<file path="src/rtl/rbb_pkg.sv">
// Shared types and constants for the region box blur block.
// Pixel, line store word and window column types, register indexes, divide-by-9 constants.
// Used by rbb_cell, rbb_line_buf and region_box_blur_3x3.
`timescale 1ns / 1ps

package rbb_pkg;

  // Default store and counter sizes
  localparam int unsigned MAX_WIDTH_DEF  = 2048;
  localparam int unsigned MAX_HEIGHT_DEF = 4096;

  // Configuration port
  localparam int unsigned CFG_AW   = 3;
  localparam int unsigned CFG_DW   = 13;
  localparam int unsigned NUM_REGS = 6;

  localparam logic [CFG_AW-1:0] REG_IMAGE_WIDTH   = 3'd0;
  localparam logic [CFG_AW-1:0] REG_IMAGE_HEIGHT  = 3'd1;
  localparam logic [CFG_AW-1:0] REG_REGION_TOP    = 3'd2;
  localparam logic [CFG_AW-1:0] REG_REGION_LEFT   = 3'd3;
  localparam logic [CFG_AW-1:0] REG_REGION_BOTTOM = 3'd4;
  localparam logic [CFG_AW-1:0] REG_REGION_RIGHT  = 3'd5;

  localparam logic [11:0] IMAGE_WIDTH_RST  = 12'd640;
  localparam logic [12:0] IMAGE_HEIGHT_RST = 13'd480;

  // floor(s / 9) = (s * 3641) >> 15 for every s below 32768
  localparam logic [11:0] DIV9_MUL   = 12'd3641;
  localparam int unsigned DIV9_SHIFT = 15;

  // One pixel, red in the lowest byte
  typedef struct packed {
    logic [7:0] a;
    logic [7:0] b;
    logic [7:0] g;
    logic [7:0] r;
  } pix_t;

  // One window column: index 0 above, 1 middle, 2 below
  typedef pix_t [2:0] col_t;

  // Line store word: two rows of one column
  typedef struct packed {
    pix_t upper;
    pix_t lower;
  } lb_word_t;

  // Per-column colour sums (at most 3 * 255)
  typedef struct packed {
    logic [9:0] b;
    logic [9:0] g;
    logic [9:0] r;
  } csum_t;

  // Whole-window colour sums (at most 9 * 255)
  typedef struct packed {
    logic [11:0] b;
    logic [11:0] g;
    logic [11:0] r;
  } tsum_t;

  // Control for one window cell
  typedef struct packed {
    logic       shift;
    logic [2:0] keep;
  } cell_ctrl_t;

endpackage

</file>
<file path="src/rtl/rbb_cell.sv">
// One column cell of the 3x3 window: holds three pixels, loads its neighbor's column.
// Produces the masked colour sums of its column. Depends on rbb_pkg.
`timescale 1ns / 1ps

module rbb_cell (
  input  logic                clk_i,
  input  rbb_pkg::cell_ctrl_t ctrl_i,
  input  rbb_pkg::col_t       col_i,
  output rbb_pkg::col_t       col_o,
  output rbb_pkg::csum_t      sum_o
);
  import rbb_pkg::*;

  col_t  col_q;
  csum_t sum;

  // Take the neighbor's column on every shift
  always_ff @(posedge clk_i) begin
    if (ctrl_i.shift) begin
      col_q <= col_i;
    end
  end

  // Add the pixels that lie inside both image and rectangle
  always_comb begin
    sum = '0;
    for (int k = 0; k < 3; k++) begin
      if (ctrl_i.keep[k]) begin
        sum.r = sum.r + 10'(col_q[k].r);
        sum.g = sum.g + 10'(col_q[k].g);
        sum.b = sum.b + 10'(col_q[k].b);
      end
    end
  end

  assign col_o = col_q;
  assign sum_o = sum;

endmodule

</file>
<file path="config.mk">
export PLATFORM = sky130hd
export DESIGN_NAME = rbb_cell
export DESIGN_NICKNAME = d
export VERILOG_FILES = /design/src/rtl/rbb_pkg.sv /design/src/rtl/rbb_cell.sv
export SDC_FILE = /design/constraint.sdc
export NUM_CORES = 1
export LEC_CHECK = 0
export BUFFER_PORTS_ARGS = -buffer_cell sky130_fd_sc_hd__clkbuf_2
export CAP_MARGIN = 20
export CELL_PAD_IN_SITES_DETAIL_PLACEMENT = 0
export CELL_PAD_IN_SITES_GLOBAL_PLACEMENT = 1
export CORE_AREA = 3 3 172 90
export DETAILED_ROUTE_END_ITERATION = 7
export DIE_AREA = 0 0 175 93
export GPL_TIMING_DRIVEN = 0
export HOLD_SLACK_MARGIN = 0.15
export PLACE_DENSITY = 0.95
export SYNTH_ARGS = -nofsm -noshare
export SYNTH_HDL_FRONTEND = slang
export SYNTH_SLANG_ARGS = --single-unit
</file>
<file path="constraint.sdc">
create_clock -name clk_i -period 8.9 [get_ports clk_i]
set_input_delay 0.445 -clock clk_i [delete_from_list [all_inputs] [get_ports clk_i]]
set_output_delay 0.445 -clock clk_i [all_outputs]
set_load 0.005 [all_outputs]
</file>
==> results.md, run 1 <==
- Number of port buffers: 225
- Initial antenna violation count: 0
- RSZ-0062 raised after global routing: false
- Drt pass-1 iters: 5
- Cell taking the most area after synthesis: edfxtp_1
- Yosys top cell area share: 50.0%
- Die Span Y: 93 µm
- Final Hold Viols: 0
- Post-synth top cells: 96 x edfxtp_1, 45 x ha_1, 38 x nand2_1, 38 x nor2_1, 34 x a21oi_1
- Post CTS Setup Buffer Count: 0
- Max Cap Viol: 0
- Startpoint types: input pin
- Clock buffer count from CTS: 9
- Clock sink total: 96
- Final setup fails: 0
- Max Root-Sink Buffers: 2
- Vias per Instance: 5.06
- Syn Nets: 642
- Fill cell count: 1262
- Layout Utilization: 52.5%
- Worst path arrival time: 5190 ps
- Period minus WS final: 5640 ps
- Final WL: 16.7 mm
- Flop pwr share: 41.5%
- Avg Cell Area, Syn: 11.8 µm²
- Logic pwr share: 30.6%
- Async SR Flop Fraction: 0%
- DRT antenna net count: 0
- Clk pwr share: 27.9%
- Synth Instances: 490
- Share of cells above drive strength 1: 38.8%
- 1st-iter DRT viols: 274
- DRC Markers: 0
- Ys Warns: 0
- CTS Hold Bufs: 0
- First-pass GRT wire length: 25.4 mm
- Area contributors post-synth: edfxtp_1 50%, ha_1 9.8%, mux2_2 3.3%
- Final setup TNS: 0 ps
- Hold path startpoint: col_i[70]
- Minimum hold slack: 269 ps
- Largest net degree at the start of global routing: 56
- Flops & latches, synth: 96
- Effective utilization at floorplan: 40.6%
- Largest register FFs: 96
- Cts repair resizes: 0
- Post-synthesis sequential area ratio: 50.0%
- Area Growth Syn to Fin: 29.4%
- Critical path's largest stage delay: 680 ps
- Ports: 227
- Die area: 16300 µm²
- Post-synth EDFFs: 96
- Yosys cell types: 58
- Root Driver: clkbuf_16
- TritonCTS clock tree: yes
- Power per standard cell area: 183 nW/µm²
- Period utilisation layout: 63.4%
- Hold Crit Class: in -> reg
- GRT overflow: 0
- HPWL Detailed: 13.1 mm
- Placement Setup Slack: 3330 ps
- Core Area: 14200 µm²
- H-tree depth: 3
- Number of global-route vias before repair: 4485
- P_int: 934 µW
- Pleak: 0.00343 µW
- Fin. max-slew vios: 0
- Num rows: 31
- Clock Pin Slew Worst Setup and Hold Paths: 80 ps
- Final Instance Count excl. Fillers: 930
- Synthesized area: 5760 µm²
- GP Congestion: 0.869
- Max stage delay cell, worst path: clkbuf_1
- Worst Setup SP: ctrl_i[0]
- Top-count cell post-synth: edfxtp_1
- Relative slew margins: 40.1%
- Required @ worst endpoint: 8460 ps
- Min setup slack post-route: 3260 ps
- Outcome: finished clean
- Placed Instances: 914
- CP Capture Type: primary output
- Worst-path cell chain: clkbuf_2, buf_2, buf_2, clkbuf_1, and2_1, ha_1, nor2b_1, o311ai_2, o211ai_1, a211oi_1, xor2_1, o21ai_0, ha_1, o21a_1, nor2_1, a21oi_1, xor2_1, mux2_4, clkbuf_2
- Worst-margin pin slew: 898 ps
- Peak VDD IR: 85.9 µV
- Setup Crit Path Kind: in -> out
- Switching Share: 31.6%
- Fin nets: 879
- Antenna diode count: 0
- Vias: 4709
- Psw: 432 µW
- Ys flop type: edfxtp_1
- Die Span X: 175 µm
- Worst-path maximum fanout: 10
- WL/cell: 17.9 µm
- Max Clock Freq: 177 MHz
- GRT Overall Usage: 20.3%
logic make-up (layout without fill, tap and decap cells):
| kind of cell | Yosys count | count (layout) | share of synthesized area (%) |
|---|---|---|---|
| and+or+nand+nor | 128 | 128 | 10.9 |
| AOI/OAI and AO/OA | 109 | 109 | 13.2 |
| buffers and inverters | 40 | 282 | 2.82 |
| muxes | 28 | 28 | 5.32 |
| adders and majority gates | 54 | 54 | 12.4 |
| xor gates and xnor gates | 35 | 35 | 5.32 |
| DFF | 96 | 96 | 50.0 |
power groups by stage:
stage / Combinational [µW] / Sequential (µW) / Clock (µW)
finish: 418 / 566 / 381
CTS: 417 / 567 / 393
detailed placement: 414 / 577 / 0
global placement: 406 / 577 / 0
floorplan: 250 / 573 / 0
global route: 468 / 571 / 412
metal layers:
metal	track usage [%]	vias to the layer above	routed length, µm
met5	0	-	0
met4	3.58	0	113
met3	5.56	8	1790
met2	29.6	243	6770
met1	30.4	2168	8010
li1	-	2290	-
placed cells by master, fill, tap and decap left out, types with 3 or more instances in the layout:
master     instances
clkbuf_16          9
a21oi_1           34
and2_1            10
mux2_2            17
mux2i_1           10
or2_2              6
inv_1             26
ha_1              45
a32oi_1            4
o41ai_1            3
xor2_1            17
clkbuf_2         224
nand2_1           38
a221o_1            3
nor2_1            38
nand3_1            7
a21o_1             7
buf_2              4
o21ai_0           19
a211o_1            4
o31a_1             3
o21bai_1           6
and3b_1            3
nand2b_1           8
xnor2_1           18
clkbuf_1           9
o22ai_1            3
nor2b_1            4
edfxtp_1          96
fa_1               6
nand4bb_1          3
and3_1             3
worst max-delay path: cells and delay by family:
family / cells / cell delay (ps)
AOI/OAI and AO/OA: 6 / 1410
xor gates and xnor gates: 2 / 370
adders and majority gates: 2 / 620
buffers and inverters: 5 / 1570
muxes: 1 / 270
and+or+nand+nor: 3 / 480
worst paths after layout:
kind,to,depth (start not counted)
min,col_o[70],1
max,sum_o[27],19
layout make-up:
class                   instances  area, µm²  share of cell area, %
plain buffers                  14       65.1                  0.873
flip-flops and latches         96       2880                   38.7
repair buffers                226       1160                   15.5
multi-input cells             354       2720                   36.5
clock inverters                 7       62.6                  0.839
clock buffers                   9        225                   3.02
inverters                      26       97.6                   1.31
well taps                     198        248                   3.32
metrics by stage:
step                      instance area [µm²]  total power [µW]
after floorplan                          5760               823
after global placement                   7140               983
after detailed placement                 7170               991
after CTS                                7450              1380
after global routing                     7450              1450
final                                    7450              1370
No activity file was read; power rests on OpenSTA's default activity.
==> run 2: changes to the inputs <==
CORE_AREA = 3 3 179 94   (was 3 3 172 90)
DIE_AREA = 0 0 182 97   (was 0 0 175 93)
PLACE_DENSITY = 0.92   (was 0.95)
clock period = 5.3 ns   (was 8.9 ns; I/O delays follow)
==> run 2 against run 1 <==
Effect of this change:
- flip-flop and latch count unchanged
- core utilization is 2.8 points higher
- sequential power up 68%
- via count is 10% higher
- hold slack better by 350 ps
- non-clock buffer count increased by 96
- first-iteration DRC count increased by 29%
- critical path type unchanged
- critical endpoint unchanged
- largest cell class unchanged
==> results.md, run 2 (synthesis gave the netlist of run 1 again) <==
- Outcome: finished clean
- Vias: 5200
- Relative slew margins: 43.3%
- Clock sink total: 96
- Worst path arrival time: 4640 ps
- Die area: 17700 µm²
- Post CTS Setup Buffer Count: 0
- Period utilisation layout: 92.5%
- DRT antenna net count: 0
- Logic pwr share: 31.5%
- Peak VDD IR: 161 µV
- Flop pwr share: 39.2%
- Psw: 757 µW
- CP Capture Type: primary output
- Final setup TNS: 0 ps
- Clock buffer count from CTS: 9
- Initial antenna violation count: 0
- Total Power: 2420 µW
- Vias per Instance: 5.04
- Final setup fails: 0
- Max Cap Viol: 0
- Min setup slack post-route: 396 ps
- Number of global-route vias before repair: 5453
- First-pass GRT wire length: 28.3 mm
- Hold path depth: 2
- GP Congestion: 0.817
- RSZ-0062 raised after global routing: false
- Worst setup path endpoint: sum_o[27]
- Commonest cells after routing, fill and taps aside: 224 x clkbuf_2, 96 x edfxtp_1, 96 x dlygate4sd3_1
- Power per standard cell area: 287 nW/µm²
- Num rows: 32
- Fin nets: 975
- Core Area: 15300 µm²
- H-tree depth: 3
- Clk pwr share: 29.3%
- Die Span Y: 97 µm
- Placement Setup Slack: 515 ps
- Clock Pin Slew Worst Setup and Hold Paths: 80 ps
- WL/cell: 17.4 µm
- Final WL: 17.9 mm
- Fin. max-slew vios: 0
- Antenna diode count: 0
- 1st-iter DRT viols: 353
- P_int: 1670 µW
- Number of port buffers: 225
- Max stage delay cell, worst path: clkbuf_1
- Worst-path cell chain: clkbuf_2, buf_2, buf_2, clkbuf_1, and2_1, ha_1, nor2b_1, o311ai_2, o211ai_1, a211oi_1, xor2_1, o21ai_0, ha_1, o21a_1, nor2_1, a21oi_1, xor2_1, mux2_4, clkbuf_2
- Worst-path maximum fanout: 10
- Pleak: 0.00384 µW
- Worst Setup SP: ctrl_i[0]
- Critical path's largest stage delay: 470 ps
- Ports: 227
- Share of cells above drive strength 1: 34.3%
- Required @ worst endpoint: 5040 ps
- Startpoint types: input pin
- Drt pass-1 iters: 5
- Root Driver: clkbuf_16
- Die Span X: 182 µm
- Worst-margin pin slew: 851 ps
- Setup Crit Path Kind: in -> out
- Commonest non-fill, non-tap cell in the layout: clkbuf_2
- DRC Markers: 0
- Largest net degree at the start of global routing: 50
- Period minus WS final: 4900 ps
- GRT overflow: 0
- Hold Crit Class: in -> reg
- Largest register FFs: 96
- TritonCTS clock tree: yes
- Switching Share: 31.2%
- Max Root-Sink Buffers: 2
- Final Hold Viols: 0
- GRT Overall Usage: 20.0%
- Max Clock Freq: 204 MHz
- Layout Utilization: 55.3%
- HPWL Detailed: 12.8 mm
- Area Growth Syn to Fin: 46.7%
- Effective utilization at floorplan: 37.7%
## run 2: changes by cell type in the layout (fill, tap and decap cells not counted)
| cell | change |
|---|---|
| dlygate4sd3_1 | +96 |
| clkinv_2 | -1 |
| clkinv_8 | +1 |
| bufinv_16 | +1 |
| clkinv_4 | -1 |
## run 2: repair_timing
action	CTS	global route
endpoints found under the hold margin	96	0
hold buffers	96	0
gates resized for setup	0	0
## run 2: worst min-delay path by stage
| stage | end | slack, ps | startpoint |
|---|---|---|---|
| 2_1_floorplan | col_o[0] | 360 | col_i[0] |
| 3_3_place_gp | col_o[95] | 440 | col_i[95] |
| 3_5_place_dp | col_o[39] | 440 | col_i[39] |
| 4_1_cts | col_o[54] | 610 | col_i[54] |
| 5_1_grt | col_o[62] | 630 | col_i[62] |
| 6_report | col_o[91] | 620 | col_i[91] |
## run 2: final cells by class
cell class,instances,area (µm²)
plain buffers,14,65.1
inverters,26,97.6
multi-input cells,354,2720
clock buffers,9,225
repair buffers,322,2120
fillers,1300,6840
flip-flops and latches,96,2880
well taps,204,255
clock inverters,7,95.1
## run 2: stage by stage
step	hold WS (ps)	cell area, µm²	cells
2_1_floorplan	364	5760	490
3_3_place_gp	442	7140	919
3_5_place_dp	444	7170	920
4_1_cts	611	8460	1032
5_1_grt	626	8460	1032
6_report	622	8460	1032
## run 2: critical path: cells and delay by family
kind,cells,cell delay (ps)
mux,1,260
fa+ha+maj,2,600
simple gates,3,460
compound gates,6,1370
xor+xnor,2,370
buf+inv,5,1300
## run 2: power by group through the flow
stage | Combinational (µW) | Sequential, µW | Clock [µW]
floorplan | 420 | 962 | 0
global placement | 669 | 968 | 0
detailed placement | 693 | 968 | 0
CTS | 755 | 951 | 718
global route | 841 | 958 | 744
finish | 763 | 951 | 709
## run 2: layer usage
metal	GRT usage [%]	share of wire (%)	vias up
met5	0	0	-
met4	4.56	1.6	0
met3	3.19	4.7	25
met2	37.9	54	173
met1	23.8	40	2519
li1	-	-	2483
==> run 3: changes to the inputs <==
REMOVE_ABC_BUFFERS = 1   (was default)
==> run 3 against run 2 <==
Effect of this change:
- die area is the same
- highest routed layer unchanged
- global-route usage shrank 1.2 points
- first-iteration DRC count shrank 29%
- via count shrank 2.6%
- critical endpoint is now sum_o[17]
- hold slack gained 12 ps
- core utilization shrank 0.59 points
- wire length shrank 4.4%
- power shrank 3.4%
- non-clock buffer count shrank 13
- sequential power is essentially flat
- clock-buffer cell count is the same
- combinational power shrank 1%
==> results.md, run 3 (synthesis gave the netlist of run 1 again) <==
- Relative slew margins: 33.1%
- Die Span Y: 97 µm
- Effective utilization at floorplan: 37.7%
- Worst-margin pin slew: 1000 ps
- GRT Overall Usage: 18.9%
- Logic pwr share: 32.2%
- Drt pass-1 iters: 5
- DRT antenna net count: 0
- Post-DP Area: 7110 µm²
- Hold path startpoint: col_i[15]
- CP Capture Type: primary output
- Flop pwr share: 40.5%
- Switching Share: 31.2%
- Met1 Use GR: 21.3%
- Total Power: 2340 µW
- Final Hold Viols: 0
- Fin. max-slew vios: 0
- Post CTS Setup Buffer Count: 0
- Global Route met3 Usage: 3.38%
- Hold path depth: 2
- Clock sink total: 96
- Die area: 17700 µm²
- First-pass GRT wire length: 26.8 mm
- Final instance area: 8370 µm²
- Area Growth Syn to Fin: 45.2%
- Share of cells above drive strength 1: 34.2%
- Core Area: 15300 µm²
- Minimum hold slack: 633 ps
- Max Clock Freq: 213 MHz
- DRC Markers: 0
- Number of global-route vias before repair: 5233
- Worst-path maximum fanout: 41
- Clock buffer count from CTS: 9
- Psw: 731 µW
- Cts repair resizes: 0
- Period utilisation layout: 88.5%
- Fin nets: 962
- Number of port buffers: 226
- Commonest cells after routing, fill and taps aside: 225 x clkbuf_2, 96 x edfxtp_1, 96 x dlygate4sd3_1
- Period minus WS final: 4690 ps
- GRT Max-Usage Layer: met2
- GR Util met2: 35.4%
- TritonCTS clock tree: yes
- Initial antenna violation count: 1
- Final WL: 17.2 mm
- Worst-path cell chain: clkbuf_2, and2_1, ha_1, inv_1, fa_1, nor2b_1, o21ai_0, a21oi_1, xnor2_1, nand2b_1, xnor2_1, ha_1, inv_1, nor2_1, a21oi_1, a21oi_1, mux2i_1, or3_1, clkbuf_2
- Vias per Instance: 4.97
- Worst Hold End: col_o[15]
- Fill cell count: 1319
- Cell mode on critical path: a21oi_1
- HPWL Detailed: 11.9 mm
- Setup Crit Path Kind: in -> out
- Commonest non-fill, non-tap cell in the layout: clkbuf_2
- Num rows: 32
- Die Span X: 182 µm
- Hold Crit Class: in -> reg
- Max stage delay cell, worst path: clkbuf_2
- Final setup TNS: 0 ps
- Largest register FFs: 96
- Top Family by Delay on Critical Path: simple AND/OR/NAND/NOR gates
- 1st-iter DRT viols: 252
- Clock Pin Slew Worst Setup and Hold Paths: 80 ps
- WL/cell: 16.8 µm
- Peak VDD IR: 154 µV
- Required @ worst endpoint: 5040 ps
- Worst Path Buf+Inv: 4
- Final setup fails: 0
- GRT overflow: 0
- Power per standard cell area: 280 nW/µm²
- H-tree depth: 3
- Root Driver: clkbuf_16
- Startpoint types: input pin
- Min setup slack post-route: 610 ps
- P_int: 1610 µW
- Max Root-Sink Buffers: 2
- Ports: 227
- Pleak: 0.00380 µW
- Outcome: finished clean
- Vias: 5067
- Placement Setup Slack: 709 ps
- Worst path arrival time: 4430 ps
- Largest net degree at the start of global routing: 52
- GP Congestion: 0.830
- Clk pwr share: 27.3%
- Max Cap Viol: 0
- RSZ-0062 raised after global routing: false
- Critical path's largest stage delay: 620 ps
==> run 3: cell types whose count changed in the layout (fill, tap and decap cells not counted), sizes merged <==
cell | previous run | this run
clkbuf | 243 | 235
diode | 0 | 1
bufinv | 1 | 0
buf | 6 | 1
clkinvlp | 0 | 1
==> run 3: area by class of cell <==
cell class	instances	area [µm²]	share of cell area [%]
flip-flops and latches	96	2880	34.5
inverters	26	97.6	1.17
multi-input cells	354	2720	32.5
clock inverters	7	62.6	0.748
diodes	1	2.50	0.0299
clock buffers	9	225	2.69
repair buffers	323	2120	25.4
well taps	204	255	3.05
==> run 3: metrics by stage <==
step                utilization, %  cells
floorplan                        -    476
global placement              46.3    906
detailed placement            46.5    907
CTS                           54.7   1019
global route                  54.7   1020
finish                        54.7   1020
==> run 3: worst max-delay path by stage <==
stage                         start        end  slack, ps  cells past startpoint
final                     ctrl_i[0]  sum_o[17]        610                     19
after detailed placement  ctrl_i[0]  sum_o[17]        710                     19
after global placement    ctrl_i[0]  sum_o[17]        820                     19
after CTS                 ctrl_i[0]  sum_o[17]        680                     19
after global routing      ctrl_i[0]   sum_o[6]        310                     18
after floorplan            col_o[8]  sum_o[17]       1940                     17
==> run 3: layer usage <==
layer,vias to the layer above,routed length [µm]
met2,140,9220
met3,41,591
met1,2438,6810
li1,2448,-
met4,0,539
met5,-,0
==> run 3: power by group through the flow <==
stage	registers (µW)	clock network, µW	logic [µW]
after floorplan	963	0	408
after global placement	966	0	662
after detailed placement	966	0	686
after CTS	949	650	747
after global routing	957	682	828
final	949	638	754
==> run 3: timing repair <==
action	CTS	global route
endpoints found under the setup margin	0	0
hold endpoints to repair	96	0
hold buffers	96	0
